<file path="src/hdl/olae_pkg.sv">
// Shared types and codes for the ordered array list engine.
// No dependencies.
package olae_pkg;

  localparam int WORD_W = 32;

  // command codes
  localparam logic [3:0] CMD_INS_TAIL    = 4'd0;
  localparam logic [3:0] CMD_INS_HEAD    = 4'd1;
  localparam logic [3:0] CMD_INS_SORTED  = 4'd2;
  localparam logic [3:0] CMD_REM_TAIL    = 4'd3;
  localparam logic [3:0] CMD_REM_HEAD    = 4'd4;
  localparam logic [3:0] CMD_REM_VALUE   = 4'd5;
  localparam logic [3:0] CMD_FIND_LINEAR = 4'd6;
  localparam logic [3:0] CMD_FIND_SORTED = 4'd7;
  localparam logic [3:0] CMD_SORT        = 4'd8;

  // status codes
  localparam logic [2:0] ST_OK        = 3'd0;
  localparam logic [2:0] ST_FULL      = 3'd1;
  localparam logic [2:0] ST_EMPTY     = 3'd2;
  localparam logic [2:0] ST_NOT_FOUND = 3'd3;
  localparam logic [2:0] ST_TOO_FEW   = 3'd4;

  // sift modes: when a stored word moves up past the word being placed
  localparam logic [1:0] SM_NEVER  = 2'd0;
  localparam logic [1:0] SM_ALWAYS = 2'd1;
  localparam logic [1:0] SM_GT     = 2'd2;
  localparam logic [1:0] SM_LT     = 2'd3;

  typedef struct packed {
    logic move;   // stored word moves past the operand
    logic equal;  // stored word equals the operand
  } cmp_res_t;

endpackage

</file>
<file path="src/hdl/olae_cmp.sv">
// Shared signed compare unit used by every sift and scan step.
// Depends on olae_pkg.
module olae_cmp
  import olae_pkg::*;
(
  input  logic signed [WORD_W-1:0] stored,
  input  logic signed [WORD_W-1:0] operand,
  input  logic [1:0]               mode,
  output cmp_res_t                 res
);

  always_comb begin
    res.equal = (stored == operand);
    case (mode)
      SM_NEVER:  res.move = 1'b0;
      SM_ALWAYS: res.move = 1'b1;
      SM_GT:     res.move = (stored > operand);
      SM_LT:     res.move = (stored < operand);
      default:   res.move = 1'b0;
    endcase
  end

endmodule

</file>
<file path="config.mk">
export PLATFORM = sky130hd
export DESIGN_NAME = olae_cmp
export DESIGN_NICKNAME = d
export VERILOG_FILES = /design/src/hdl/olae_pkg.sv /design/src/hdl/olae_cmp.sv
export SDC_FILE = /design/constraint.sdc
export NUM_CORES = 1
export LEC_CHECK = 0
export BUFFER_PORTS_ARGS = -buffer_cell sky130_fd_sc_hd__buf_2
export CELL_PAD_IN_SITES_DETAIL_PLACEMENT = 1
export CELL_PAD_IN_SITES_GLOBAL_PLACEMENT = 1
export CORE_MARGIN = 2
export CORE_UTILIZATION = 29
export DETAILED_ROUTE_END_ITERATION = 8
export PLACE_DENSITY_LB_ADDON = 0.12
export SETUP_SLACK_MARGIN = 0.5
export SLEW_MARGIN = 40
export SYNTH_ARGS = -nofsm -noshare
export SYNTH_HDL_FRONTEND = slang
export SYNTH_SLANG_ARGS = --single-unit
</file>
<file path="constraint.sdc">
create_clock -name vclk -period 5.05
set_input_delay 0.505 -clock vclk [all_inputs]
set_output_delay 0.505 -clock vclk [all_outputs]
set_load 0.1 [all_outputs]
</file>
Yosys cells after proc, flatten, opt, wreduce, memory -nomap -nowiden
Cells that the tools add are included.

word-level totals
  bits in registers = 0
  input port bits = 66
  output and inout port bits = 2
  logic and storage cells = 8

cells by class
  magnitude comparators = 2
  eq/ne operators = 4
  muxes and demuxes = 1
  reductions and logical operators = 1

operators by type and width
  cell                                                                   number
  32-bit equality test                                                   1
  32-bit > comparator                                                    1
  32-bit < comparator                                                    1
  2-bit equality test, second input constant                             2
  1-bit one-hot mux with 4 select lines                                  1
  2-bit by 1-bit equality test with 1-bit output, second input constant  1
  2-bit zero test                                                        1

Depth between registers and ports, before layout
  word-level depth = 2
  depth in mapped cells = 8
  mapped depth without buffers = 8

Worst setup path before layout
No wires, ideal clock.

  path kind = input -> output
  start point = input port operand[31]
  end point = output port res[1] (netlist name)
  arrival time = 2882 ps
  data required time = 4545 ps
  setup slack = 1663 ps
  stages = 8
  path buffers = 0
  cell sequence = inv_1 > ha_1 > nand4_2 > nor3_1 > and3_4 > or3_1 > mux2_2 > nand4_1

RTL lines
  what         RTL line       RTL
  from (decl)  olae_cmp.sv:7  input logic signed [WORD_W-1:0] operand,
  to (decl)    olae_cmp.sv:9  output cmp_res_t res

==> reports/metrics.csv <==
metric;value;unit
status;complete, no violations;
dp_hpwl;2470;um
initial_core_util;0.311;
rsz0062_at_grt;false;
slew_headroom;0.673;
whs;1.61;ns
path_class;input port to output port;
grt_pass1_vias;1144;
area_growth;43.0;%
diodes;0;
setup_violations;0;
power_leakage;0.794;nW
critPathMaxStageDelay;0.43;ns
path_max_fanout;3;
hold_depth;4;
synthCells;123;
power.density;79.2;nW/um^2
min_period_over_period;0.631;
drc;0;
min_path_type;input port to output port;
firstDrtPassIters;4;
synth.distinct_cells;27;
die_h;59.1;um
cts.repair.resized;0;
seq_area_frac_synth;0;
port-buffer-count;68;
drive_gt1_frac;0.377;
worstSetupPathDepth;9;
path_common_cell;buf_2;
initialDrtViolationCount;9;
synth_area_leaders;ha_1, inv_1, a21oi_1;
grt_util_all_layers;0.146;
critPathLaunchType;input port;
drv_cap;0;
routedWlPerCell;11.5;um
crit_path_end_kind;output port;
ios;68;
fin_setup_tns;0;ns
gp_congestion;0.732;
die_w;59.1;um
antenna_found_initial;0;
yosys_warnings;0;
postCtsHoldBufs;0;
layout_commonest_cell;buf_2;
dieArea;3490;um^2
ir_worst_vdd;0.0000261;V
core_area;2830;um^2
ant_nets;0;
hold_viol;0;
grt_max_degree;7;
crit_family;compound AO/OA/AOI/OAI gates;
synth_area;881;um^2
wl;2550;um
tightest_slew;0.493;ns
grt_pass1_wl;4170;um
avgSynthCellArea;7.16;um^2
yosysTopAreaCell;ha_1;
area.sequential;0;um^2
arrival;2.68;ns
crit_buf_inv;2;
crit_required;4.55;ns
finalCriticalPeriod;3.19;ns
drv_slew;0;
mappedNetlistNets;221;
cp_slowest_cell;buf_2;
path_cells;buf_2 -> ha_1 -> a21oi_1 -> o21ai_0 -> a221o_1 -> o31ai_1 -> mux2_2 -> nand4_1 -> buf_2;
globalRoute.totalOverflow;0;
core.rowCount;19;
synth.top_cell.area_share;0.455;
cts_setup_buffers;0;
numSequentialCells;0;
fin_nets;291;
final_cell_mix;buf_2, inv_1, ha_1, a21oi_1;
nClkBuffers;0;
vias;1106;
drt-vias-per-instance;4.98;
fmax;314;MHz
==> cell families (layout without fill, tap and decap cells) <==
logic type               after synthesis  after routing  share of synthesized area
AND/OR/NAND/NOR                       33             33                      0.214
adder cells (fa/ha/maj)               32             32                      0.455
buffers and inverters                 32            100                      0.136
AO/OA/AOI/OAI                         25             25                      0.182
multiplexers                           1              1                     0.0128
==> area by class of cell <==
cell class | count | area, um^2
fill | 403 | 1570
inverter | 32 | 120
multi-input combinational | 91 | 761
tap | 31 | 38.8
timing repair buffer | 68 | 340
==> synth_stat cells (2+ instances only) <==
master	number
nand2b_1	2
nand2_1	8
nor4b_1	2
o21ai_0	3
nand3_1	4
nor2_1	3
inv_1	32
nand4_1	8
a21oi_1	12
ha_1	32
==> metrics by stage <==
stage          worst slack [ns]  utilization  cells  area [um^2]  power, mW
6_report                   1.86        0.445    222         1260     0.0998
5_1_grt                    1.75        0.445    222         1260      0.115
3_5_place_dp               1.89        0.445    222         1260      0.102
4_1_cts                    1.87        0.445    222         1260      0.102
2_1_floorplan              1.66            -    123          881     0.0599
3_3_place_gp               1.92        0.445    222         1260     0.0958
==> per-layer routing <==
metal  wire length (um)  up-vias  track usage
met1                962      502        0.142
met2               1470       32        0.341
met3                116        0      0.00218
met5                  0        -            0
met4                  0        0            0
li1                   -      572            -
==> path summary, 6_finish.rpt <==
check / from / endpoint / slack [ns]
worst max-delay path: stored[7] / res[1] / 1.86
worst min-delay path: mode[0] / res[1] / 1.61
==> where the power goes <==
group	switching [mW]	internal, mW
Combinational	0.0522	0.0476
Clock	0	0
Sequential	0	0
Total	0.0522	0.0476
No activity file was read; power rests on OpenSTA's default activity.
