==> src/hdl/olae_ram.sv <==
// Generic single-write, single-read RAM with registered read data.
// No dependencies.
module olae_ram #(
  parameter int WIDTH = 32,
  parameter int DEPTH = 128
) (
  input  logic                     clk,
  input  logic                     we,
  input  logic [$clog2(DEPTH)-1:0] waddr,
  input  logic [WIDTH-1:0]         wdata,
  input  logic [$clog2(DEPTH)-1:0] raddr,
  output logic [WIDTH-1:0]         rdata
);

  logic [WIDTH-1:0] mem [DEPTH];

  always_ff @(posedge clk) begin
    if (we) begin
      mem[waddr] <= wdata;
    end
    rdata <= mem[raddr];
  end

endmodule

==> config.mk <==
export PLATFORM = sky130hd
export DESIGN_NAME = olae_ram
export DESIGN_NICKNAME = d
export VERILOG_FILES = /design/src/hdl/olae_ram.sv
export SDC_FILE = /design/constraint.sdc
export NUM_CORES = 2
export LEC_CHECK = 0
export BUFFER_PORTS_ARGS = -buffer_cell sky130_fd_sc_hd__buf_2
export CORE_MARGIN = 5
export CORE_UTILIZATION = 63
export CTS_BUF_LIST = sky130_fd_sc_hd__clkbuf_4 sky130_fd_sc_hd__clkbuf_8
export DETAILED_ROUTE_END_ITERATION = 8
export HOLD_SLACK_MARGIN = 0.1
export PLACE_DENSITY = 0.81
export SLEW_MARGIN = 20
export SYNTH_ARGS = -nofsm -noshare
export SYNTH_HDL_FRONTEND = slang
export SYNTH_SLANG_ARGS = --single-unit
==> constraint.sdc <==
create_clock -name clk -period 3.9 [get_ports clk]
set_clock_uncertainty 0.2 [all_clocks]
set_input_delay 0.195 -clock clk [delete_from_list [all_inputs] [get_ports clk]]
set_output_delay 0.195 -clock clk [all_outputs]
set_load 0.03 [all_outputs]
Word-level counts from Yosys, hierarchy flattened
Memory sizes are Yosys's and may differ from the RTL's. A register that Yosys moved wholly into a read port is not among the register bits.
Cells that the tools add are included.
Cells by class
  mux-type cells: 2
Operators by type and width (count)
  $mux W1: 2
Storage, ports and cells
  register bits: 0
  RAM bits: 4096
  bits of input ports: 48
  memories: 1
Memories
  mem: depth 128, width 32, read ports 1, clocked after Yosys merged registers in 1, write ports 1, RTL line 15  | logic [WIDTH-1:0] mem [DEPTH];

Logic depth before layout (Yosys ltp)
  depth in word-level cells: 2
  gate-level depth with buffers: 8
  gate-level depth less buffers: 4

Worst setup path after synthesis
No wires, ideal clock.
  path kind: input to register
  from: input we
  to: memory mem[98][0], enable pin
  arrival: 2.973 ns
  slack: 0.266 ns
  cell stages on the path: 3
  path buffers: 1
  path through: clkbuf_1 -> nand4_1 -> nor3_1
Between the ends
  cells in the longest elaborated chain, start to end: 2
Ends and longest elaborated chain
  start: declaration: RTL line 8  | input logic we,
  $mux W1: RTL line 18  | if (we) begin
  $mux W1 (not written as such): RTL line 19  | mem[waddr] <= wdata;
  end: declaration: RTL line 15
Every way passes these cells.

Worst setup path in the final report
  from: input waddr[6]
  to: memory mem[94][17], enable pin
RTL lines
  start: declaration: RTL line 9  | input logic [$clog2(DEPTH)-1:0] waddr,
Straight into the memory's write port.

==> impl_summary.txt <==
----------------------------------------------------
[Timing]
  Setup TNS ... 0 ns
  Final Hold Viols ... 0
  Relative slew slack ... 0.166
  Worst slew pin tran ... around 1.3 ns
  Max-slew violation count ... 0
  Setup repair after global routing missed its margin ... false
  Finish-stage setup viols ... 0
  Worst hold slack ... 0.100 ns
  Max Clock Freq ... approximately 260 MHz
  Shortest period the worst path allows ... 3.79 ns
  Share of the cycle needed by the critical path after routing ... 0.973

[Setup path]
  Critical Path Start ... waddr[6]
  Register-to-register setup slack ... 0.19 ns
  Crit path max fanout ... 9
  Cell family contributing the most delay on the critical path ... buffers and inverters
  Dominant cell type by count on the critical path ... sky130_fd_sc_hd__dlygate4sd3_1
  Worst EP required ... 4.45 ns
  Worst reg2reg path depth ... 6
  Launching element type of the critical path ... input pin
  Chain of cells forming the critical path ... dlygate4sd3_1, buf_2, nor2b_1, nand3_1, dlygate4sd3_1, nor2_4, dlygate4sd3_1
  End of the critical path ... mem[94][17]
  Standard cell with the maximum stage delay on the critical path ... sky130_fd_sc_hd__dlygate4sd3_1
  Critical path type ... input pin to register
  Worst path max stage delay ... 1.02 ns
  WP depth ... 7
  Worst path arrival time ... 4.35 ns
  Capture instance of the worst register-to-register path ... rdata[10]
  Reg-to-reg startpoint ... mem[53][10]
  Worst setup EP type ... register
  Buffers plus inverters on the worst setup path ... 4

[Clocking]
  Post-CTS Resized ... 0
  Clock tree from TritonCTS ... yes
  TritonCTS buffer count ... 618
  Maximum buffer depth of the clock tree ... 4
  CTS HTree Levels ... 6
  Clock Root Buffer ... sky130_fd_sc_hd__clkbuf_8
  Sinks on Clock Net ... ~4100
  Clock edge transition at the registers on the reported setup and hold paths ... 0.07 ns
  Insertion delay of the later-clocked pin in the worst-skew pair ... 1.16 ns
  Number of setup buffers added after CTS ... 0
  Hold-fix buffer count after cts ... 81

[Synthesis]
  Most frequent cell after synthesis ... sky130_fd_sc_hd__edfxtp_1
  Number of enable flip-flop cells after synthesis ... ~4000
  Instance count of the mapped netlist ... approximately 6000
  Mapped Avg Cell Area ... ~26 µm²
  Number of distinct standard cells referenced by the synthesized netlist ... 17
  Biggest area consumer among synthesized cells ... sky130_fd_sc_hd__edfxtp_1
  Primary flip-flop cell chosen by synthesis mapping ... sky130_fd_sc_hd__edfxtp_1
  Seq/Total Area, Yosys ... 0.791
  Yosys top cell area share ... 0.787
  Synthesized Nets ... 6038
  Cell area after synthesis ... between 150000 and 200000 µm²
  Cell types occupying the most area after synthesis ... sky130_fd_sc_hd__edfxtp_1, sky130_fd_sc_hd__mux4_2, sky130_fd_sc_hd__clkbuf_1, sky130_fd_sc_hd__dfxtp_1, sky130_fd_sc_hd__nor2_1
  Number of synthesized register bits ... 4128
  Ys async rst share ... 0
  Yosys warns ... 0
  Synth cell count leaders ... sky130_fd_sc_hd__edfxtp_1, sky130_fd_sc_hd__mux4_2, sky130_fd_sc_hd__clkbuf_1, sky130_fd_sc_hd__nor2_1, sky130_fd_sc_hd__buf_2

[Global routing]
  Most Used Layer, Global Route ... met2
  Vias in the first global route ... 80758
  Wire length of the first global-routing pass ... roughly 620000 µm
  Global Route met2 Usage ... 0.539
  Grt ovf ... 0
  Met3 Resource Use GR ... 0.118
  GR Util All Layers ... 0.352
  Maximum number of pins on one net before global-route repair ... 108
  Antenna violations before repair ... 58
  Global-route met1 utilization ... 0.452

[Final layout]
  Net count of the finished layout ... 6910
  Sequential cell area ... 124000 µm²
  Final cell count without fillers ... 10650
  Area overhead of the layout relative to synthesis ... 13.7%
  Filler cell count ... around 12000
  Post-route core utilization ... 0.721
  Proportion of layout cells with a drive suffix above 1 ... 0.402
  Area of combinational cells with multiple inputs ... 32300 µm²

[Floorplanning]
  Number of primary I/O pins ... 80
  Width of the die ... a little over 500 µm
  Chip height ... 508 µm
  Initial cell density of the core ... 0.634
  Core region area ... between 200000 and 250000 µm²
  Die Outline Area ... between 200000 and 300000 µm²
  Row cnt ... roughly 180

[Placed design]
  Count of input and output buffers ... between 70 and 80
  Placed instance count ... 9459
  Final Wtd Congestion ... 0.840
  Post-DP HPWL ... 228000 µm

[Status]
  Result of the run ... completed

[Power]
  Total chip power ... 89.8 mW
  Worst IR drop on VDD ... 0.325 mV
  Leak pwr ... 55.4 nW
  Pwr/cell area ... 505 nW/µm²

[Drt]
  Post-Route WL ... 455000 µm
  Mean routed wirelength per cell ... roughly 43 µm
  Total iterations of the first detailed-routing run ... 6
  Iteration-0 DRC count of the detailed router ... 15614
  Vias ... 78932
  Remaining routing DRC violations ... 0
  Detail-routed via count per cell ... 7.41
  Antenna violation net count after detailed routing ... 0

[Flow run]
  Max_cap viols ... 0

[Hold path]
  Hold wc startpoint ... wdata[21]
  Hold WC Path Type ... input pin to register

----------------------------------------------------
-- flip-flops by register name, indices dropped and copies added, names as in the netlist --
register,flops
mem,4096
rdata,32
-- routing by layer --
| layer | routed length [µm] | part of all wire | vias up |
|---|---|---|---|
| li1 | - | - | 28214 |
| met1 | 133000 | 0.29 | 40210 |
| met2 | 218000 | 0.48 | 8773 |
| met3 | 74800 | 0.16 | 1697 |
| met4 | 29700 | 0.065 | 38 |
| met5 | 268 | 0.00059 | - |
-- where the power goes --
part           switching, mW  total (mW)  leakage [nW]  internal (mW)
combinational           3.27        5.28          12.0           2.01
sequential             0.191        49.2          37.1           49.0
clock                   17.1        35.3          6.28           18.2
-- cells in the final DEF, fill, tap and decap left out, types with 3 or more instances in the layout --
master / instances
sky130_fd_sc_hd__inv_6: 10
sky130_fd_sc_hd__nand3_2: 4
sky130_fd_sc_hd__diode_2: 30
sky130_fd_sc_hd__clkbuf_8: 655
sky130_fd_sc_hd__dlygate4sd3_1: 87
sky130_fd_sc_hd__buf_2: 41
sky130_fd_sc_hd__clkbuf_4: 201
sky130_fd_sc_hd__nor3_2: 9
sky130_fd_sc_hd__dfxtp_1: 32
sky130_fd_sc_hd__clkinvlp_4: 11
sky130_fd_sc_hd__buf_8: 3
sky130_fd_sc_hd__clkinv_1: 115
sky130_fd_sc_hd__edfxtp_1: 4096
sky130_fd_sc_hd__nor2_1: 3
sky130_fd_sc_hd__nand2_1: 14
sky130_fd_sc_hd__buf_12: 101
sky130_fd_sc_hd__nor2_4: 119
sky130_fd_sc_hd__mux4_2: 1344
sky130_fd_sc_hd__mux2_2: 32
sky130_fd_sc_hd__nor2b_1: 7
sky130_fd_sc_hd__buf_16: 4
sky130_fd_sc_hd__inv_8: 3
sky130_fd_sc_hd__buf_4: 323
sky130_fd_sc_hd__clkinv_2: 57
sky130_fd_sc_hd__bufinv_16: 12
sky130_fd_sc_hd__nand3_1: 8
sky130_fd_sc_hd__nand4_1: 3
sky130_fd_sc_hd__buf_6: 9
-- layout make-up --
class | count | area share
flip-flops and latches | 4128 | 0.696
multi-input cells | 1546 | 0.182
clock buffers | 856 | 0.0592
repair buffers | 568 | 0.0325
well taps | 3312 | 0.0233
clock inverters | 210 | 0.00735
diodes | 30 | 0.000422
-- how the worst min path moves through the flow --
stage	to	slack [ns]	depth (start not counted)
2_1_floorplan	mem[0][0]	0.09	0
3_3_place_gp	rdata[12]	0.46	1
3_5_place_dp	rdata[4]	0.46	1
4_1_cts	mem[19][7]	0.10	2
5_1_grt	mem[30][21]	0.1	2
6_report	mem[30][21]	0.10	2
-- through the flow --
stage	worst slack [ns]	cell area (µm²)
floorplan	0.266	156000
global route	0.106	178000
finish	0.105	178000
global placement	0.305	165000
CTS	0.200	177000
detailed placement	0.275	165000
-- kinds of logic after synthesis --
kind of cell / synth area share
DFF: 0.791
muxes: 0.196
buffers and inverters: 0.00839
and+or+nand+nor: 0.00446
Power figures use the tool's default switching activity.
